`config.mk`:
```
export PLATFORM = sky130hd
export DESIGN_NAME = layered_led_grayscale_serializer_flat
export DESIGN_NICKNAME = d
export VERILOG_FILES = /design/src/design/lgs_pkg.sv /design/src/design/lgs_if.sv /design/src/design/lgs_ctrl.sv /design/src/design/lgs_datapath.sv /design/src/design/layered_led_grayscale_serializer.sv /design/src/flat_wrapper.sv
export SDC_FILE = /design/constraint.sdc
export NUM_CORES = 1
export LEC_CHECK = 0
export BUFFER_PORTS_ARGS = -buffer_cell sky130_fd_sc_hd__buf_4
export CAP_MARGIN = 20
export CORE_UTILIZATION = 40
export CTS_CLUSTER_DIAMETER = 100
export DETAILED_ROUTE_END_ITERATION = 16
export PLACE_DENSITY_LB_ADDON = 0.08
export SYNTH_ARGS = -nofsm -noshare
export SYNTH_HDL_FRONTEND = slang
export SYNTH_SLANG_ARGS = --single-unit
```
`constraint.sdc`:
```
create_clock -name clk -period 10.1 [get_ports clk]
set_clock_uncertainty 0.2 [all_clocks]
set_input_delay 1.01 -clock clk [delete_from_list [all_inputs] [get_ports clk]]
set_output_delay 1.01 -clock clk [all_outputs]
set_load 0.05 [all_outputs]
```
`src/design/lgs_pkg.sv`:
```
// Package with the constants, command and status types and the grayscale map of the serializer.
package lgs_pkg;

  localparam int LAYER_COUNT  = 3;
  localparam int CHANNELS     = 27;
  localparam int STORE_DEPTH  = LAYER_COUNT * CHANNELS;
  localparam int GRAY_W       = 12;
  localparam int BYTE_W       = 8;
  localparam int UPLOAD_BYTES = (CHANNELS * GRAY_W + BYTE_W - 1) / BYTE_W;
  localparam int PAD_BITS     = UPLOAD_BYTES * BYTE_W - CHANNELS * GRAY_W;
  localparam int ACC_W        = GRAY_W + BYTE_W;

  localparam int IDX_W   = 7;
  localparam int VAL_W   = 8;
  localparam int SHOWN_W = 2;

  localparam int ADDR_W  = $clog2(STORE_DEPTH);
  localparam int LAYER_W = (LAYER_COUNT > 1) ? $clog2(LAYER_COUNT) : 1;
  localparam int CH_W    = $clog2(CHANNELS);
  localparam int BCNT_W  = $clog2(UPLOAD_BYTES);
  localparam int NBITS_W = $clog2(ACC_W + 1);

  localparam logic CMD_WRITE = 1'b0;
  localparam logic CMD_TICK  = 1'b1;

  typedef enum logic [0:0] {
    ST_IDLE,
    ST_STREAM
  } state_t;

  typedef struct packed {
    logic               start;
    logic               wr_en;
    logic [ADDR_W-1:0]  wr_addr;
    logic               fetch;
    logic [ADDR_W-1:0]  rd_addr;
    logic               append;
    logic               emit;
    logic               last;
    logic [SHOWN_W-1:0] shown;
  } dp_cmd_t;

  typedef struct packed {
    logic bits_ge8;
    logic bits_le8;
    logic bits_le16;
    logic out_free;
  } dp_status_t;

  // Maps an 8-bit brightness to 12 bits: 16*v plus v/17 rounded to nearest.
  function automatic logic [GRAY_W-1:0] gray_map(input logic [VAL_W-1:0] v);
    logic [3:0] r;
    r = '0;
    for (int k = 1; k <= 15; k++) begin
      if (int'(v) >= 17 * k - 8) begin
        r = r + 4'd1;
      end
    end
    return {v, 4'b0000} + {{(GRAY_W - 4){1'b0}}, r};
  endfunction

endpackage

```
`src/design/lgs_if.sv`:
```
// Handshake interfaces for the input and result channels of the serializer.
interface lgs_in_if;
  import lgs_pkg::*;

  logic             valid;
  logic             ready;
  logic             command;
  logic [IDX_W-1:0] pixel_index;
  logic [VAL_W-1:0] pixel_value;

  modport source (output valid, output command, output pixel_index, output pixel_value,
                  input ready);
  modport sink (input valid, input command, input pixel_index, input pixel_value,
                output ready);
endinterface

interface lgs_out_if;
  import lgs_pkg::*;

  logic               valid;
  logic               ready;
  logic [BYTE_W-1:0]  shift_byte;
  logic               last_byte;
  logic [SHOWN_W-1:0] shown_layer;

  modport source (output valid, output shift_byte, output last_byte, output shown_layer,
                  input ready);
  modport sink (input valid, input shift_byte, input last_byte, input shown_layer,
                output ready);
endinterface

```
`src/design/lgs_ctrl.sv`:
```
// Controller: layer counter, upload sequencing and datapath commands.
module lgs_ctrl (
  input  logic                   clk,
  input  logic                   rst_n,
  input  logic                   in_valid,
  input  logic                   in_command,
  input  logic [lgs_pkg::IDX_W-1:0] in_pixel_index,
  output logic                   in_ready,
  input  lgs_pkg::dp_status_t    status,
  output lgs_pkg::dp_cmd_t       cmd
);
  import lgs_pkg::*;

  state_t             state_r, state_nxt;
  logic [LAYER_W-1:0] layer_r, layer_nxt;
  logic [SHOWN_W-1:0] shown_r, shown_nxt;
  logic [CH_W-1:0]    ch_r, ch_nxt;
  logic               fetch_done_r, fetch_done_nxt;
  logic               pend_r, pend_nxt;
  logic [BCNT_W-1:0]  byte_r, byte_nxt;

  logic accept;
  logic room;

  always_ff @(posedge clk) begin
    if (!rst_n) begin
      state_r      <= ST_IDLE;
      layer_r      <= '0;
      shown_r      <= '0;
      ch_r         <= '0;
      fetch_done_r <= 1'b0;
      pend_r       <= 1'b0;
      byte_r       <= '0;
    end else begin
      state_r      <= state_nxt;
      layer_r      <= layer_nxt;
      shown_r      <= shown_nxt;
      ch_r         <= ch_nxt;
      fetch_done_r <= fetch_done_nxt;
      pend_r       <= pend_nxt;
      byte_r       <= byte_nxt;
    end
  end

  always_comb begin
    state_nxt      = state_r;
    layer_nxt      = layer_r;
    shown_nxt      = shown_r;
    ch_nxt         = ch_r;
    fetch_done_nxt = fetch_done_r;
    pend_nxt       = pend_r;
    byte_nxt       = byte_r;
    cmd            = '0;
    cmd.shown      = shown_r;
    cmd.wr_addr    = ADDR_W'(in_pixel_index);
    cmd.rd_addr    = ADDR_W'(int'(layer_r) * CHANNELS + int'(ch_r));
    in_ready       = 1'b0;
    accept         = 1'b0;
    room           = 1'b0;

    case (state_r)
      ST_IDLE: begin
        in_ready = 1'b1;
        accept   = in_valid;
        if (accept && in_command == CMD_WRITE) begin
          cmd.wr_en = int'(in_pixel_index) < STORE_DEPTH;
        end else if (accept && in_command == CMD_TICK) begin
          cmd.start      = 1'b1;
          shown_nxt      = SHOWN_W'(layer_r);
          layer_nxt      = (int'(layer_r) + 1 >= LAYER_COUNT) ? '0 : layer_r + 1'b1;
          ch_nxt         = CH_W'(CHANNELS - 1);
          fetch_done_nxt = 1'b0;
          pend_nxt       = 1'b0;
          byte_nxt       = '0;
          state_nxt      = ST_STREAM;
        end
      end
      ST_STREAM: begin
        cmd.emit   = status.bits_ge8 && status.out_free;
        room       = cmd.emit ? status.bits_le16 : status.bits_le8;
        cmd.append = pend_r && room;
        cmd.fetch  = !fetch_done_r && (!pend_r || cmd.append);
        cmd.last   = int'(byte_r) == UPLOAD_BYTES - 1;
        if (cmd.fetch) begin
          pend_nxt = 1'b1;
          if (ch_r == '0) begin
            fetch_done_nxt = 1'b1;
          end else begin
            ch_nxt = ch_r - 1'b1;
          end
        end else if (cmd.append) begin
          pend_nxt = 1'b0;
        end
        if (cmd.emit) begin
          byte_nxt = byte_r + 1'b1;
          if (cmd.last) begin
            state_nxt = ST_IDLE;
          end
        end
      end
      default: begin
        state_nxt = ST_IDLE;
      end
    endcase
  end

endmodule

```
`src/design/lgs_datapath.sv`:
```
// Datapath: frame memory, grayscale map, bit packer and output register.
module lgs_datapath (
  input  logic                       clk,
  input  logic                       rst_n,
  input  logic [lgs_pkg::VAL_W-1:0]  in_pixel_value,
  input  lgs_pkg::dp_cmd_t           cmd,
  output lgs_pkg::dp_status_t        status,
  input  logic                       out_ready,
  output logic                       out_valid,
  output logic [lgs_pkg::BYTE_W-1:0] out_shift_byte,
  output logic                       out_last_byte,
  output logic [lgs_pkg::SHOWN_W-1:0] out_shown_layer
);
  import lgs_pkg::*;

  logic [VAL_W-1:0]       mem [STORE_DEPTH];
  logic [STORE_DEPTH-1:0] valid_r, valid_nxt;
  logic [VAL_W-1:0]       rd_data_r;
  logic                   rd_hit_r;

  logic [ACC_W-1:0]   acc_r, acc_nxt;
  logic [NBITS_W-1:0] nbits_r, nbits_nxt;

  logic               out_valid_r, out_valid_nxt;
  logic [BYTE_W-1:0]  byte_r;
  logic               last_r;
  logic [SHOWN_W-1:0] shown_r;

  logic [VAL_W-1:0]  pix;
  logic [GRAY_W-1:0] gray;
  logic [BYTE_W-1:0] emit_byte;

  always_ff @(posedge clk) begin
    if (cmd.wr_en) begin
      mem[cmd.wr_addr] <= in_pixel_value;
    end
    if (cmd.fetch) begin
      rd_data_r <= mem[cmd.rd_addr];
      rd_hit_r  <= valid_r[cmd.rd_addr];
    end
    if (cmd.emit) begin
      byte_r  <= emit_byte;
      last_r  <= cmd.last;
      shown_r <= cmd.shown;
    end
  end

  always_ff @(posedge clk) begin
    if (!rst_n) begin
      valid_r     <= '0;
      acc_r       <= '0;
      nbits_r     <= '0;
      out_valid_r <= 1'b0;
    end else begin
      valid_r     <= valid_nxt;
      acc_r       <= acc_nxt;
      nbits_r     <= nbits_nxt;
      out_valid_r <= out_valid_nxt;
    end
  end

  assign pix       = rd_hit_r ? rd_data_r : '0;
  assign gray      = gray_map(pix);
  assign emit_byte = BYTE_W'(acc_r >> (nbits_r - NBITS_W'(BYTE_W)));

  always_comb begin
    valid_nxt = valid_r;
    if (cmd.wr_en) begin
      valid_nxt[cmd.wr_addr] = 1'b1;
    end

    acc_nxt   = acc_r;
    nbits_nxt = nbits_r;
    if (cmd.start) begin
      acc_nxt   = '0;
      nbits_nxt = NBITS_W'(PAD_BITS);
    end else begin
      if (cmd.emit) begin
        nbits_nxt = nbits_nxt - NBITS_W'(BYTE_W);
      end
      if (cmd.append) begin
        acc_nxt   = ACC_W'({acc_r, gray});
        nbits_nxt = nbits_nxt + NBITS_W'(GRAY_W);
      end
    end

    out_valid_nxt = out_valid_r;
    if (cmd.emit) begin
      out_valid_nxt = 1'b1;
    end else if (out_ready) begin
      out_valid_nxt = 1'b0;
    end
  end

  assign status.bits_ge8  = nbits_r >= NBITS_W'(BYTE_W);
  assign status.bits_le8  = nbits_r <= NBITS_W'(BYTE_W);
  assign status.bits_le16 = nbits_r <= NBITS_W'(2 * BYTE_W);
  assign status.out_free  = !out_valid_r || out_ready;

  assign out_valid       = out_valid_r;
  assign out_shift_byte  = byte_r;
  assign out_last_byte   = last_r;
  assign out_shown_layer = shown_r;

endmodule

```
`src/design/layered_led_grayscale_serializer.sv`:
```
// Top level of the layered LED grayscale serializer.
// The input channel carries words of two kinds. A write word (command 0) stores
// pixel_value at pixel_index in the frame memory and leaves the input ready;
// an index beyond the frame is dropped. A tick word (command 1) enables the
// current layer, advances the layer counter and uploads the next layer.
// The upload is 41 result words on the output channel: four zero pad bits and
// then channels 26 down to 0 as 12-bit grayscale values, packed MSB first.
// Every result word reports the layer that was enabled; last_byte marks the end.
// With an open receiver the packer emits one byte a cycle, while the single-port
// frame memory supplies at most one channel a cycle; the first byte leaves through
// the state register, the memory read register, the packer and the output register.
// The input is not ready during an upload; writes are taken one a cycle otherwise.
// When the receiver stalls, the output register holds its word and the packer
// waits; the upload resumes without loss once ready returns.
// Reset clears the frame to zero, the layer counter to zero and the output.
module layered_led_grayscale_serializer (
  input logic        clk,
  input logic        rst_n,
  lgs_in_if.sink     in_ch,
  lgs_out_if.source  out_ch
);
  import lgs_pkg::*;

  dp_cmd_t    cmd;
  dp_status_t status;

  lgs_ctrl u_ctrl (
    .clk            (clk),
    .rst_n          (rst_n),
    .in_valid       (in_ch.valid),
    .in_command     (in_ch.command),
    .in_pixel_index (in_ch.pixel_index),
    .in_ready       (in_ch.ready),
    .status         (status),
    .cmd            (cmd)
  );

  lgs_datapath u_dp (
    .clk             (clk),
    .rst_n           (rst_n),
    .in_pixel_value  (in_ch.pixel_value),
    .cmd             (cmd),
    .status          (status),
    .out_ready       (out_ch.ready),
    .out_valid       (out_ch.valid),
    .out_shift_byte  (out_ch.shift_byte),
    .out_last_byte   (out_ch.last_byte),
    .out_shown_layer (out_ch.shown_layer)
  );

endmodule

```
`src/flat_wrapper.sv`:
```
// flat-port wrapper written by rule: the top's interface ports become plain ports
module layered_led_grayscale_serializer_flat import lgs_pkg::*;
  (clk, rst_n, in_ch_valid, in_ch_command, in_ch_pixel_index, in_ch_pixel_value, in_ch_ready, out_ch_valid, out_ch_shift_byte, out_ch_last_byte, out_ch_shown_layer, out_ch_ready);
  lgs_in_if in_ch_i ();
  lgs_out_if out_ch_i ();
  input logic clk;
  input logic rst_n;
  input wire logic [$bits(in_ch_i.valid)-1:0] in_ch_valid;
  input wire logic [$bits(in_ch_i.command)-1:0] in_ch_command;
  input wire logic [$bits(in_ch_i.pixel_index)-1:0] in_ch_pixel_index;
  input wire logic [$bits(in_ch_i.pixel_value)-1:0] in_ch_pixel_value;
  output wire logic [$bits(in_ch_i.ready)-1:0] in_ch_ready;
  output wire logic [$bits(out_ch_i.valid)-1:0] out_ch_valid;
  output wire logic [$bits(out_ch_i.shift_byte)-1:0] out_ch_shift_byte;
  output wire logic [$bits(out_ch_i.last_byte)-1:0] out_ch_last_byte;
  output wire logic [$bits(out_ch_i.shown_layer)-1:0] out_ch_shown_layer;
  input wire logic [$bits(out_ch_i.ready)-1:0] out_ch_ready;
  assign in_ch_i.valid = in_ch_valid;
  assign in_ch_i.command = in_ch_command;
  assign in_ch_i.pixel_index = in_ch_pixel_index;
  assign in_ch_i.pixel_value = in_ch_pixel_value;
  assign in_ch_ready = in_ch_i.ready;
  assign out_ch_valid = out_ch_i.valid;
  assign out_ch_shift_byte = out_ch_i.shift_byte;
  assign out_ch_last_byte = out_ch_i.last_byte;
  assign out_ch_shown_layer = out_ch_i.shown_layer;
  assign out_ch_i.ready = out_ch_ready;
  layered_led_grayscale_serializer u_core (.clk(clk), .rst_n(rst_n), .in_ch(in_ch_i), .out_ch(out_ch_i));
endmodule
```
After elaboration in Yosys (flattened, before gate mapping) --
Memories as Yosys holds them, arrays and structs flattened. A register that Yosys moved wholly into a read port is not among the register bits. Index checks and enable logic that the tools add are counted.
Storage, ports and cells: register bits 137, bits in writable memories 648, bits of input ports 20, output and inout port bits 13, logic and storage cells 153, memories 1
Memories:
- u_core.u_dp.mem | depth 81, width 8, read ports 1, clocked after memory_dff 1, write ports 1, line lgs_datapath.sv:16 | logic [VAL_W-1:0] mem [STORE_DEPTH];
Operators by class: add/subtract/negate cells 22, multiply operators 1, order comparisons 23, eq/ne operators 8, shift operators 1, mux-type cells 57, bitwise logic cells 5, reductions and logical operators 19
Operator list (number):
- $or 81x81->81 | 1
- $ge 8x8->1 const B | 8
- $add 4x1->4 const B | 14
- $mux 4 | 14
- $mux 5 | 7
- $ge 8x7->1 const B | 3
- $mux 1 | 21
- $shr 20x5->8 | 1
- $mux 6 | 3
- $ge 8x6->1 const B | 2
- $lt 7x8->1 const B | 2
- $add 12x4->12 | 1
- $pmux 6 s2 | 1
- $pmux 5 s2 | 1
- $reduce_and 3->1 | 3
- $ge 8x4->1 const B | 1
- $ge 8x5->1 const B | 1
- $mux 8 | 1
- $reduce_and 4->1 | 2
- $add 7x5->7 | 1
- $bmux 1 s7 | 1
- $demux 1 s7 | 1
- $ge 7x1->1 const B | 1
- $lt 7x7->1 const B | 1
- 25 further kinds | 44

Logic depth before layout (Yosys ltp) --
word-level depth 32, depth in mapped cells 41, depth with buffers taken out 40

By module --
A second synthesis with hierarchy kept.
Unflattened totals: cell total of the unflattened synthesis 1826, area total of the unflattened synthesis 32820.2 µm²
By module, submodules not included:
- lgs_datapath | instances 1, cells an instance 1685, area an instance 31577.8 µm², sequential area each 22161.3 µm²
- lgs_ctrl | instances 1, cells an instance 141, area an instance 1242.4 µm², sequential area each 360.3 µm²

Worst setup path after synthesis --
OpenSTA, ideal clock, no wires.
path kind reg-to-reg, from register u_core.u_dp.rd_data_r[6], read port of u_core.u_dp.mem, to register u_core.u_dp.acc_r[3], library setup time 0.085 ns, arrival time 7.263 ns, data required time 9.815 ns, slack 2.553 ns, cell stages (with the launch flop) 42, path buffers 3, clock period less this slack 7.547 ns, path through edfxtp_1 -> buf_2 -> buf_2 -> nor4_1 -> nor2_1 -> inv_1 -> ha_1 -> and3_1 -> a41oi_1 -> and2_1 -> buf_4 -> ha_1 -> xor2_1 -> a221oi_4 -> ha_1 -> a21oi_1 -> a21oi_2 -> a22oi_1 -> (+6 left out) -> a21oi_1 -> xnor2_1 -> a21o_1 -> ha_1 -> o32ai_1 -> a31oi_1 -> a21oi_1 -> and3_1 -> nor2_1 -> a221oi_1 -> ha_1 -> nand2_1 -> xnor2_1 -> xnor2_1 -> xnor2_1 -> nand4b_1 -> xnor3_1 -> o31ai_2
Between the ends: word-level cells in the longest chain between the ends 32, elaborated cells on any way between the ends 46
Ends and longest elaborated chain:
- from (decl) | line lgs_datapath.sv:18 | logic [VAL_W-1:0] rd_data_r;
- $mux 8 (*) | line lgs_datapath.sv:62 | assign pix = rd_hit_r ? rd_data_r : '0;
- $ge 8x4->1 | line lgs_pkg.sv:55 | if (int'(v) >= 17 * k - 8) begin
- $mux 1 | line lgs_pkg.sv:55
- $add 4x1->4 | line lgs_pkg.sv:56 | r = r + 4'd1;
- $mux 4 | line lgs_pkg.sv:55
- $add 4x1->4 | line lgs_pkg.sv:56
- $mux 4 | line lgs_pkg.sv:55
- $add 4x1->4 | line lgs_pkg.sv:56
- (+16 left out)
- $mux 4 | line lgs_pkg.sv:55
- $add 4x1->4 | line lgs_pkg.sv:56
- $mux 4 | line lgs_pkg.sv:55
- $add 4x1->4 | line lgs_pkg.sv:56
- $mux 4 | line lgs_pkg.sv:55
- $add 4x1->4 | line lgs_pkg.sv:56
- $mux 4 (*) | line lgs_pkg.sv:55
- $add 12x4->12 (*) | line lgs_pkg.sv:59 | return {v, 4'b0000} + {{(GRAY_W - 4){1'b0}}, r};
- to (signal assigned) | line lgs_datapath.sv:56 | acc_r <= acc_nxt;
- to (decl) | line lgs_datapath.sv:21 | logic [ACC_W-1:0] acc_r, acc_nxt;
Mark *: on every way between the ends. The rest lies on a longest branch, timed or not. A chain may end at the register's enable or synchronous reset.

Final worst setup path --
Ends and elaborated chain as after synthesis.

==> flow_summary.json <==
{
  "slew_viol_final": 0,
  "cap_violations": 0,
  "numCtsBuffers": 86,
  "wl_microns": 78800,
  "holdWs_ns": 0.238,
  "synth_area_sq_um": 32900,
  "die_area_sq_um": 83300,
  "grtUsageTotal": 0.192,
  "fin_nets": 2026,
  "htree_num_levels": 3,
  "vdd_ir_drop_max_uv": 159,
  "yosysUniqueCellTypes": 88,
  "pre_cts_ws_ns": 1.50,
  "critPathSlowestCell": "edfxtp_1",
  "synth_seq_cells": 791,
  "synthCells": 1940,
  "synth_edf_count": 668,
  "power_density_nw_per_um2": 222,
  "ant_nets": 0,
  "core_sq_um": 80900,
  "yosys_warnings": 0,
  "holdBufCountCts": 0,
  "slew_headroom": 0.231,
  "hold_viol": 0,
  "rsz0062_at_grt": "no",
  "area_delta_synth_final_pct": 12.7,
  "drive_above_1_share": 0.220,
  "rrSetupSlack_ns": 1.48,
  "tightest_slew_ns": 1.12,
  "critPathMaxStageDelay_ns": 0.85,
  "r2r_end": "u_core.u_dp.acc_r[3]$_SDFFE_PP0P_",
  "row_count": 104,
  "die_w_microns": 289,
  "grt_pass1_vias": 17176,
  "dr.pass1.iters": 5,
  "clk_pin_slew_worst_paths_ns": 0.05,
  "io-pin-count": 33,
  "overflow": 0,
  "seq_area_frac_synth": 0.685,
  "synth.area.top_cells": "edfxtp_1, mux4_2, dfxtp_1",
  "setup_viol": 0,
  "critPathCaptureType": "flip-flop",
  "r2r_cells": 38,
  "path_max_fanout": 23,
  "p_leak_nw": 11.7,
  "remaining_drc_errors": 0,
  "arrival_ns": 8.96,
  "hpwl_microns": 46900,
  "syn_area_per_cell_sq_um": 16.9,
  "path_class": "reg -> reg",
  "grt_pass1_wl_microns": 116000,
  "hp-start": "u_core.u_ctrl.shown_r[1]$_SDFFE_PN0P_",
  "min_path_type": "reg -> reg",
  "cts_setup_buffers": 0,
  "fin_ws_ns": 1.48,
  "yosysTopAreaCell": "edfxtp_1",
  "vias": 17224,
  "period_minus_slack_ns": 8.62,
  "tns_ns": 0,
  "async_flop_share": 0,
  "grt_max_degree": 131,
  "utilization": 0.457,
  "clock_sinks": 791,
  "drt_iter0_markers": 1350,
  "synth_flop_cell": "edfxtp_1",
  "timing.final.crit_share": 0.854,
  "required_ns": 10.44,
  "cts_root_buffer": "clkbuf_16",
  "max_freq_ghz": 0.116,
  "synth_top_area_frac": 0.610,
  "status": "finished, final reports clean",
  "critPathCapture": "u_core.u_dp.acc_r[3]$_SDFFE_PP0P_",
  "syn_nets": 1992,
  "io_buffers": 32,
  "postCtsResizedCells": 0,
  "initial_utilization": 0.406,
  "wl_per_cell_microns": 25.4,
  "start_kind": "flip-flop",
  "gp_congestion": 0.804,
  "cp_common_cell": "ha_1",
  "die_y_microns": 289,
  "tritoncts": "yes",
  "clock_latency_ns": 0.65,
  "timing.rr.start": "u_core.u_dp.rd_data_r[6]$_DFFE_PP_",
  "clockBufferDepth": 3,
  "diodes": 0,
  "avgViaCountPerCell": 5.54,
  "critPathLaunch": "u_core.u_dp.rd_data_r[6]$_DFFE_PP_",
  "antenna_found_initial": 1
}
## synth_stat cells, drive strengths merged (8+ instances only)
library cell and n:
edfxtp 668, nor2 307, mux4 228, dfxtp 123, nand2 108, clkbuf 61, a21oi 57, buf 39
o21ai 30, xnor2 30, ha 29, mux2i 29, inv 23, nand3 23, xor2 14, nor3 12
o211ai 11, mux2 10, and2 9, nor2b 9, and3 8
## layout make-up
cell class	count	area, sq um
flip-flops and latches	791	22500
multi-input cells	1026	9880
clock buffers	119	2370
fillers	7027	43900
repair buffers	46	390
well taps	1060	1330
clock inverters	43	448
inverters	23	88.8
## where the power goes
group          switching, W  total, W  internal (W)
clock network       0.00128   0.00311       0.00183
registers         0.0000309   0.00359       0.00356
logic              0.000839   0.00150      0.000662
total               0.00215   0.00820       0.00605
## placed cells by master (no fill, tap or decap), types with 9 or more instances in the layout
| cell | count |
|---|---|
| nand2_1 | 106 |
| mux2i_1 | 29 |
| clkinv_1 | 13 |
| dfxtp_1 | 123 |
| clkbuf_1 | 27 |
| nor3_1 | 10 |
| ha_1 | 27 |
| edfxtp_1 | 668 |
| mux2_2 | 10 |
| a21oi_1 | 54 |
| xor2_1 | 13 |
| o21ai_0 | 22 |
| nor2_1 | 306 |
| clkbuf_16 | 89 |
| xnor2_1 | 27 |
| buf_4 | 43 |
| inv_1 | 22 |
| clkinv_2 | 17 |
| nor2b_1 | 9 |
| o211ai_1 | 10 |
| mux4_2 | 228 |
| nand3_1 | 22 |
## critical path: cells and delay by family, from the launching register on
family                   cells  cell delay, ns
AO/OA/AOI/OAI               13            2.48
XOR/XNOR                     7            1.55
AND/OR/NAND/NOR             12            1.64
flip-flops                   1            0.85
adder cells (fa/ha/maj)      6            1.80
## registers in the layout, summed over array words and instances, names as in the netlist
register                     cells
u_core.u_dp.out_last_byte        1
u_core.u_dp.rd_hit_r             1
u_core.u_dp.valid_r             81
u_core.u_dp.acc_r               20
u_core.u_ctrl.shown_r            2
u_core.u_dp.rd_data_r            8
u_core.u_dp.out_valid            1
u_core.u_dp.out_shown_layer      2
u_core.u_ctrl.pend_r             1
u_core.u_dp.out_shift_byte       8
u_core.u_ctrl.state_r            1
u_core.u_ctrl.fetch_done_r       1
u_core.u_dp.nbits_r              3
u_core.u_ctrl.layer_r            2
u_core.u_ctrl.ch_r               5
u_core.u_dp.mem                648
u_core.u_ctrl.byte_r             6
## worst min path at each step
stage / end / slack (ns) / cells after the start
6_report: u_core.u_dp.out_shown_layer[1]$_DFFE_PP_ / 0.24 / 0
5_1_grt: u_core.u_dp.out_shown_layer[0]$_DFFE_PP_ / 0.26 / 0
4_1_cts: u_core.u_dp.out_shown_layer[1]$_DFFE_PP_ / 0.24 / 0
3_5_place_dp: u_core.u_dp.out_shown_layer[1]$_DFFE_PP_ / 0.24 / 0
3_3_place_gp: u_core.u_dp.out_shown_layer[1]$_DFFE_PP_ / 0.23 / 0
2_1_floorplan: u_core.u_dp.out_shown_layer[0]$_DFFE_PP_ / 0.21 / 0
## routing by layer
| layer | wire [microns] | vias up | GRT usage |
|---|---|---|---|
| met5 | 13 | - | 0 |
| met4 | 2120 | 2 | 0.0608 |
| met3 | 3570 | 116 | 0.0318 |
| met2 | 37500 | 380 | 0.304 |
| met1 | 35600 | 9063 | 0.272 |
| li1 | - | 7663 | - |
## logic make-up after synthesis
group,Yosys count,synth area share
and+or+nand+nor,520,0.0693
muxes,267,0.169
adders and majority gates,32,0.0129
buffers and inverters,123,0.0156
xor gates and xnor gates,47,0.0143
DFF,791,0.685
AOI/OAI and AO/OA,160,0.0339
## through the flow
stage | cell area (sq um) | std cells | total power, W
final | 37000 | 3108 | 0.00820
after global routing | 37000 | 3108 | 0.00852
after CTS | 37000 | 3107 | 0.00831
after detailed placement | 34200 | 2945 | 0.00518
after global placement | 34200 | 2945 | 0.00518
after floorplan | 32900 | 1940 | 0.00473
(Power assumes the default switching activity.)
